**config.mk**
```make
export PLATFORM = sky130hd
export DESIGN_NAME = wkst_ctrl
export DESIGN_NICKNAME = d
export VERILOG_FILES = /design/src/rtl/wkst_pkg.sv /design/src/rtl/wkst_ctrl.sv
export SDC_FILE = /design/constraint.sdc
export NUM_CORES = 1
export LEC_CHECK = 0
export ABC_AREA = 1
export BUFFER_PORTS_ARGS = -buffer_cell sky130_fd_sc_hd__buf_4
export CELL_PAD_IN_SITES_DETAIL_PLACEMENT = 0
export CELL_PAD_IN_SITES_GLOBAL_PLACEMENT = 1
export CORE_MARGIN = 5
export CORE_UTILIZATION = 21
export CTS_CLUSTER_DIAMETER = 50
export DETAILED_ROUTE_END_ITERATION = 6
export PLACE_DENSITY = 0.76
export SKIP_CTS_REPAIR_TIMING = 1
export SLEW_MARGIN = 20
export SYNTH_ARGS = -nofsm -noshare
export SYNTH_HDL_FRONTEND = slang
export SYNTH_SLANG_ARGS = --single-unit
```
**constraint.sdc**
```tcl
create_clock -name clock -period 1 [get_ports clock]
set_input_delay 0.15 -clock clock [delete_from_list [all_inputs] [get_ports clock]]
set_output_delay 0.15 -clock clock [all_outputs]
set_load 0.01 [all_outputs]
```
**src/rtl/wkst_pkg.sv**
```systemverilog
// Shared types and constants for the weighted k-th smallest table unit.
package wkst_pkg;

   localparam int unsigned MAX_DISTINCT_DEF = 1024;
   localparam int unsigned VALUE_W = 32;
   localparam int unsigned COUNT_W = 32;
   localparam int unsigned POS_W   = 42;
   localparam int unsigned WORD_W  = VALUE_W + COUNT_W;

   typedef enum logic [1:0] {
      ST_OK    = 2'd0,
      ST_FULL  = 2'd1,
      ST_RANGE = 2'd2
   } status_type;

   // controller -> datapath
   typedef struct packed {
      logic       capture;
      logic       idx_clr;
      logic       idx_inc;
      logic       idx_load_end;
      logic       idx_dec;
      logic       rd_scan;
      logic       rd_shift;
      logic       wr_update;
      logic       wr_shift;
      logic       wr_insert;
      logic       cum_acc;
      logic       ptot_add;
      logic       ent_inc;
      logic       res_set;
      status_type res_status;
      logic       res_found;
      logic       rsp_load;
   } cmd_type;

   // datapath -> controller
   typedef struct packed {
      logic mode;
      logic idx_lt_ent;
      logic key_lt;
      logic key_eq;
      logic full;
      logic pos_bad;
      logic hit;
      logic at_ins;
   } sts_type;

endpackage

```
**src/rtl/wkst_ctrl.sv**
```systemverilog
// Controller: sequences scan, shift and response for one item at a time.
module wkst_ctrl (
   input  logic              clock,
   input  logic              reset,
   input  logic              req_valid,
   output logic              req_ready,
   output logic              rsp_valid,
   input  logic              rsp_ready,
   input  wkst_pkg::sts_type sts,
   output wkst_pkg::cmd_type cmd
);
   import wkst_pkg::*;

   typedef enum logic [2:0] {
      S_IDLE, S_START, S_SCAN_RD, S_SCAN_CHK, S_SHIFT_RD, S_SHIFT_WR, S_DONE
   } state_type;

   state_type state_ff, state_in;
   logic      rsp_valid_ff, rsp_valid_in;

   always_comb begin
      cmd          = '0;
      cmd.res_status = ST_OK;
      state_in     = state_ff;
      rsp_valid_in = rsp_valid_ff && !rsp_ready;
      case (state_ff)
         S_IDLE: begin
            if (req_valid) begin
               cmd.capture = 1'b1;
               cmd.idx_clr = 1'b1;
               state_in    = S_START;
            end
         end
         S_START: begin
            if (sts.mode && sts.pos_bad) begin
               cmd.res_set    = 1'b1;
               cmd.res_status = ST_RANGE;
               state_in       = S_DONE;
            end else begin
               state_in = S_SCAN_RD;
            end
         end
         S_SCAN_RD: begin
            if (sts.idx_lt_ent) begin
               cmd.rd_scan = 1'b1;
               state_in    = S_SCAN_CHK;
            end else if (sts.mode) begin
               cmd.res_set    = 1'b1;
               cmd.res_status = ST_RANGE;
               state_in       = S_DONE;
            end else if (sts.full) begin
               cmd.res_set    = 1'b1;
               cmd.res_status = ST_FULL;
               state_in       = S_DONE;
            end else begin
               cmd.idx_load_end = 1'b1;
               state_in         = S_SHIFT_RD;
            end
         end
         S_SCAN_CHK: begin
            if (sts.mode) begin
               cmd.cum_acc = 1'b1;
               if (sts.hit) begin
                  cmd.res_set   = 1'b1;
                  cmd.res_found = 1'b1;
                  state_in      = S_DONE;
               end else begin
                  cmd.idx_inc = 1'b1;
                  state_in    = S_SCAN_RD;
               end
            end else if (sts.key_lt) begin
               cmd.idx_inc = 1'b1;
               state_in    = S_SCAN_RD;
            end else if (sts.key_eq) begin
               cmd.wr_update = 1'b1;
               cmd.ptot_add  = 1'b1;
               cmd.res_set   = 1'b1;
               state_in      = S_DONE;
            end else if (sts.full) begin
               cmd.res_set    = 1'b1;
               cmd.res_status = ST_FULL;
               state_in       = S_DONE;
            end else begin
               cmd.idx_load_end = 1'b1;
               state_in         = S_SHIFT_RD;
            end
         end
         S_SHIFT_RD: begin
            if (sts.at_ins) begin
               cmd.wr_insert = 1'b1;
               cmd.ent_inc   = 1'b1;
               cmd.ptot_add  = 1'b1;
               cmd.res_set   = 1'b1;
               state_in      = S_DONE;
            end else begin
               cmd.rd_shift = 1'b1;
               state_in     = S_SHIFT_WR;
            end
         end
         S_SHIFT_WR: begin
            cmd.wr_shift = 1'b1;
            cmd.idx_dec  = 1'b1;
            state_in     = S_SHIFT_RD;
         end
         S_DONE: begin
            if (!rsp_valid_ff || rsp_ready) begin
               cmd.rsp_load = 1'b1;
               rsp_valid_in = 1'b1;
               state_in     = S_IDLE;
            end
         end
         default: begin
            state_in = S_IDLE;
         end
      endcase
   end

   always_ff @(posedge clock) begin
      if (reset) begin
         state_ff     <= S_IDLE;
         rsp_valid_ff <= 1'b0;
      end else begin
         state_ff     <= state_in;
         rsp_valid_ff <= rsp_valid_in;
      end
   end

   assign req_ready = state_ff == S_IDLE;
   assign rsp_valid = rsp_valid_ff;
endmodule

```
### Word level (Yosys, flattened, before mapping)

Index checks and enable logic that the tools add are counted.

* add/subtract/negate cells: 0
* $mul: 0
* divide/modulo/power cells: 0
* order comparisons: 0
* equal/unequal tests: 8
* shift operators: 0
* mux-type cells: 59
* bitwise gates (word level): 0
* reductions and logical operators: 7

Operators with widths (number)
* $mux W3: 15
* $mux W1: 33
* $pmux W3 S7: 1
* $mux W2: 6
* $eq A3 B3 Y1 const B: 3
* $eq A3 B2 Y1 const B: 2
* $pmux W2 S3: 1
* $ne A2 B2 Y1 const B: 2
* $pmux W1 S2: 2
* $pmux W1 S4: 1
* $eq A3 B1 Y1 const B: 1
* $logic_not A3 Y1: 1
* $logic_and A1 B1 Y1: 2
* $logic_not A1 Y1: 2
* $reduce_and A2 Y1: 1
* $logic_or A1 B1 Y1: 1

* register bits after elaboration: 4
* bits in latches: 0
* bits in writable memories: 0
* bits in read-only memories: 0
* input bits: 12
* output and inout bits: 20
* logic and storage cells: 76
* memories kept: 0

### Depth between registers and ports, before layout

* depth after elaboration: 5
* depth in mapped cells: 7
* mapped depth without buffers: 7

### Least setup slack after synthesis

Ideal clock, no wire load.

* path type: register to output
* from: register state_ff[0]
* to: output cmd[13] (netlist name)
* data arrival time: 1.035 ns
* required time: 0.850 ns
* path slack: -0.185 ns
* stages on the path, launching flop included: 4
* buffers on the path: 1
* cell sequence: dfxtp_1 -> inv_2 -> nor3_1 -> buf_4

RTL lines
* from (decl): RTL line wkst_ctrl.sv:18 `state_type state_ff, state_in;`
* from (signal assigned): RTL line wkst_ctrl.sv:123 `state_ff <= state_in;`
* to (decl): RTL line wkst_ctrl.sv:10 `output wkst_pkg::cmd_type cmd`

==> impl_metrics.csv <==
group,metric,value,unit
floorplanning,fp.dieH,56.1,um
power,total_power,0.00202,W
timing,finalSetupViolCount,21,
global_route,grt_pass1_wl,2.68,mm
cts,cts_max_level,1,
floorplanning,core,2000,um^2
timing,fin_crit,1400,ps
worst_setup_path,crit_required,850,ps
detailed_routing,drt_iter0_drc,11,
detailed_routing,drc,0,
floorplanning,io_pins,32,
timing,period_share,1.40,
synthesis,ys_seq_area_frac,0.179,
timing,slew_headroom,0.758,
flow_run,drv_cap,0,
synthesis,syn-instance-count,84,
floorplanning,num_rows,16,
placement,placed_area,860,um^2
outcome,violations,"negative setup slack",
synthesis,synth_top_family_by_area,"simple AND/OR/NAND/NOR gates",
synthesis,synth-compound-area-share,0.115,
power,power_frac_clock,0.098,
floorplanning,initial_core_util,0.223,
power,p_comb_frac,0.733,
cts,path_clk_slew,40,ps
synthesis,yosysUniqueCellTypes,17,
outcome,outcome,"finished, violations left",
timing,worstMarginPinSlew,360,ps
final_layout,final_util,0.496,
timing,fmax,716,MHz
placement,dp_hpwl,1.31,mm
worst_setup_path,worst-setup-path-type,"flip-flop to primary output",
detailed_routing,postRouteAntennaNets,0,
synthesis,post_synth_mux_area_share,0,
global_route,grt_pass1_vias,678,
final_layout,layout_commonest_cell,"buf_4",
worst_setup_path,end_kind,"primary output",
synthesis,synth-seq-cells,4,
timing,finalHoldViolCount,0,
worst_setup_path,critPathArrivalTime,1250,ps
power,power_leakage,0.516,nW
synthesis,synth_xor_area_frac,0,
detailed_routing,via_per_inst,4.19,
worst_hold_path,hp-class,"primary input to flip-flop",
power,p_sw_frac,0.449,
synthesis,synth.cell_area,447,um^2
final_layout,final_cell_mix,"buf_4 (44), nor2_1 (15), nand2_1 (11)",
timing,slew_viol_final,0,
detailed_routing,detailroute.via_count,671,
cts,clockRootBuffer,"clkbuf_4",
placement,routabilityCongestion,0.792,
final_layout,layout-drive-gt1-share,0.624,
detailed_routing,routed_wirelength,1.61,mm
timing,clock_skew,3.61,ps
cts,cts.sinks,4,
power,switchingPower,0.000908,W
cts,clock_path_buffers,2,
timing,rsz0062_at_grt,"true",
synthesis,synth_fp_nets,96,
worst_setup_path,cp_max_fo,6,
floorplanning,die-area,3150,um^2
floorplanning,die_w,56.1,um
power,p_int,0.00111,W
global_route,antenna_found_initial,0,
final_layout,syn_to_final_growth,122,%
worst_setup_path,worst_setup_path_start_kind,"flip-flop",
cts,cts_buffers,3,
timing,hold_ws,88.0,ps
final_layout,num_antenna_cells,0,
global_route,groute.usage.overall,0.102,
cts,clk_latency,230,ps
worst_setup_path,r2r_slack,-190,ps
synthesis,syn_avg_cell_area,5.32,um^2
final_layout,final_cells,160,
global_route,grt_max_degree,7,
final_layout,fin_nets,147,
final_layout,fin_area,992,um^2
power,peakVddDrop,0.956,mV
power,powerDensity,2040,nW/um^2
power,p_seq_frac,0.169,
detailed_routing,routedWlPerCell,10.0,um
global_route,overflow,0,
placement,io_buffers,31,
detailed_routing,dr.pass1.iters,4,
synthesis,yosys.area_share.simple,0.546,
cts,cts_tree,"done",
synthesis,synthAdderAreaFrac,0,
placement,placedCellCount,155,
synthesis,yosysWarnings,0,
timing,finalWorstSetupSlack,-396,ps
-- synth_stat cells --
master,number,share of area
o21ai_0,3,0.034
o21ai_1,1,0.011
inv_1,11,0.092
nor3_1,4,0.045
nor2_1,22,0.18
nand3_1,3,0.034
nor2_2,3,0.042
inv_2,2,0.017
nand2_2,4,0.056
nand3b_1,3,0.050
dfxtp_1,4,0.18
o22ai_1,1,0.014
o21a_1,1,0.017
buf_4,3,0.050
o31ai_1,1,0.017
nand2_1,16,0.13
a21oi_1,2,0.022
-- per-layer routing --
layer / vias up / track usage / part of all wire
li1: 359 / - / -
met1: 291 / 0.116 / 0.40
met2: 21 / 0.185 / 0.53
met3: 0 / 0.0186 / 0.064
met4: 0 / 0.0407 / 0
met5: - / 0 / 0
-- flip-flops by register name (all words and copies together), names as in the netlist --
register and count:
rsp_valid 1, state_ff 3
-- path summary, 6_finish.rpt --
check                            startpoint           to  cells past startpoint
worst min-delay path                  reset  state_ff[1]                      2
worst max-delay path            state_ff[1]      cmd[14]                      5
worst min register to register  state_ff[2]  state_ff[2]                      2
worst max register to register  state_ff[1]  state_ff[2]                      8
-- kinds of logic (layout without fill, tap and decap cells) --
logic type | after synthesis | after routing
AND/OR/NAND/NOR | 55 | 55
buffers and inverters | 16 | 65
AO/OA/AOI/OAI | 9 | 9
flip-flops | 4 | 4
-- critical path: stages, from the launching register on --
cell and delay, ps:
dfxtp_4 370, nand2_2 70, nor2_4 140, inv_1 120, o22ai_2 170, buf_4 140
-- area by class of cell --
class | instances | area [um^2]
Inverter | 13 | 51.3
Multi-Input combinational cell | 64 | 407
Tap cell | 27 | 33.8
Timing Repair Buffer | 49 | 387
Fill cell | 220 | 1010
Clock buffer | 3 | 22.5
Sequential cell | 4 | 91.3
-- metrics by stage --
| step | TNS, ps | worst slack, ps |
|---|---|---|
| 3_3_place_gp | -1470 | -165 |
| 3_5_place_dp | -1650 | -177 |
| 5_1_grt | -7850 | -477 |
| 6_report | -6000 | -396 |
| 4_1_cts | -6510 | -430 |
| 2_1_floorplan | -146 | -57.4 |
-- power by group through the flow --
stage                     clock [W]  combinational [W]  sequential, W
final                      0.000197            0.00148       0.000342
after global routing       0.000233            0.00164       0.000350
after CTS                  0.000210            0.00125       0.000322
after detailed placement          0            0.00125       0.000322
after global placement            0            0.00123       0.000324
after floorplan                   0           0.000636       0.000338
No activity file was read; power rests on OpenSTA's default activity.
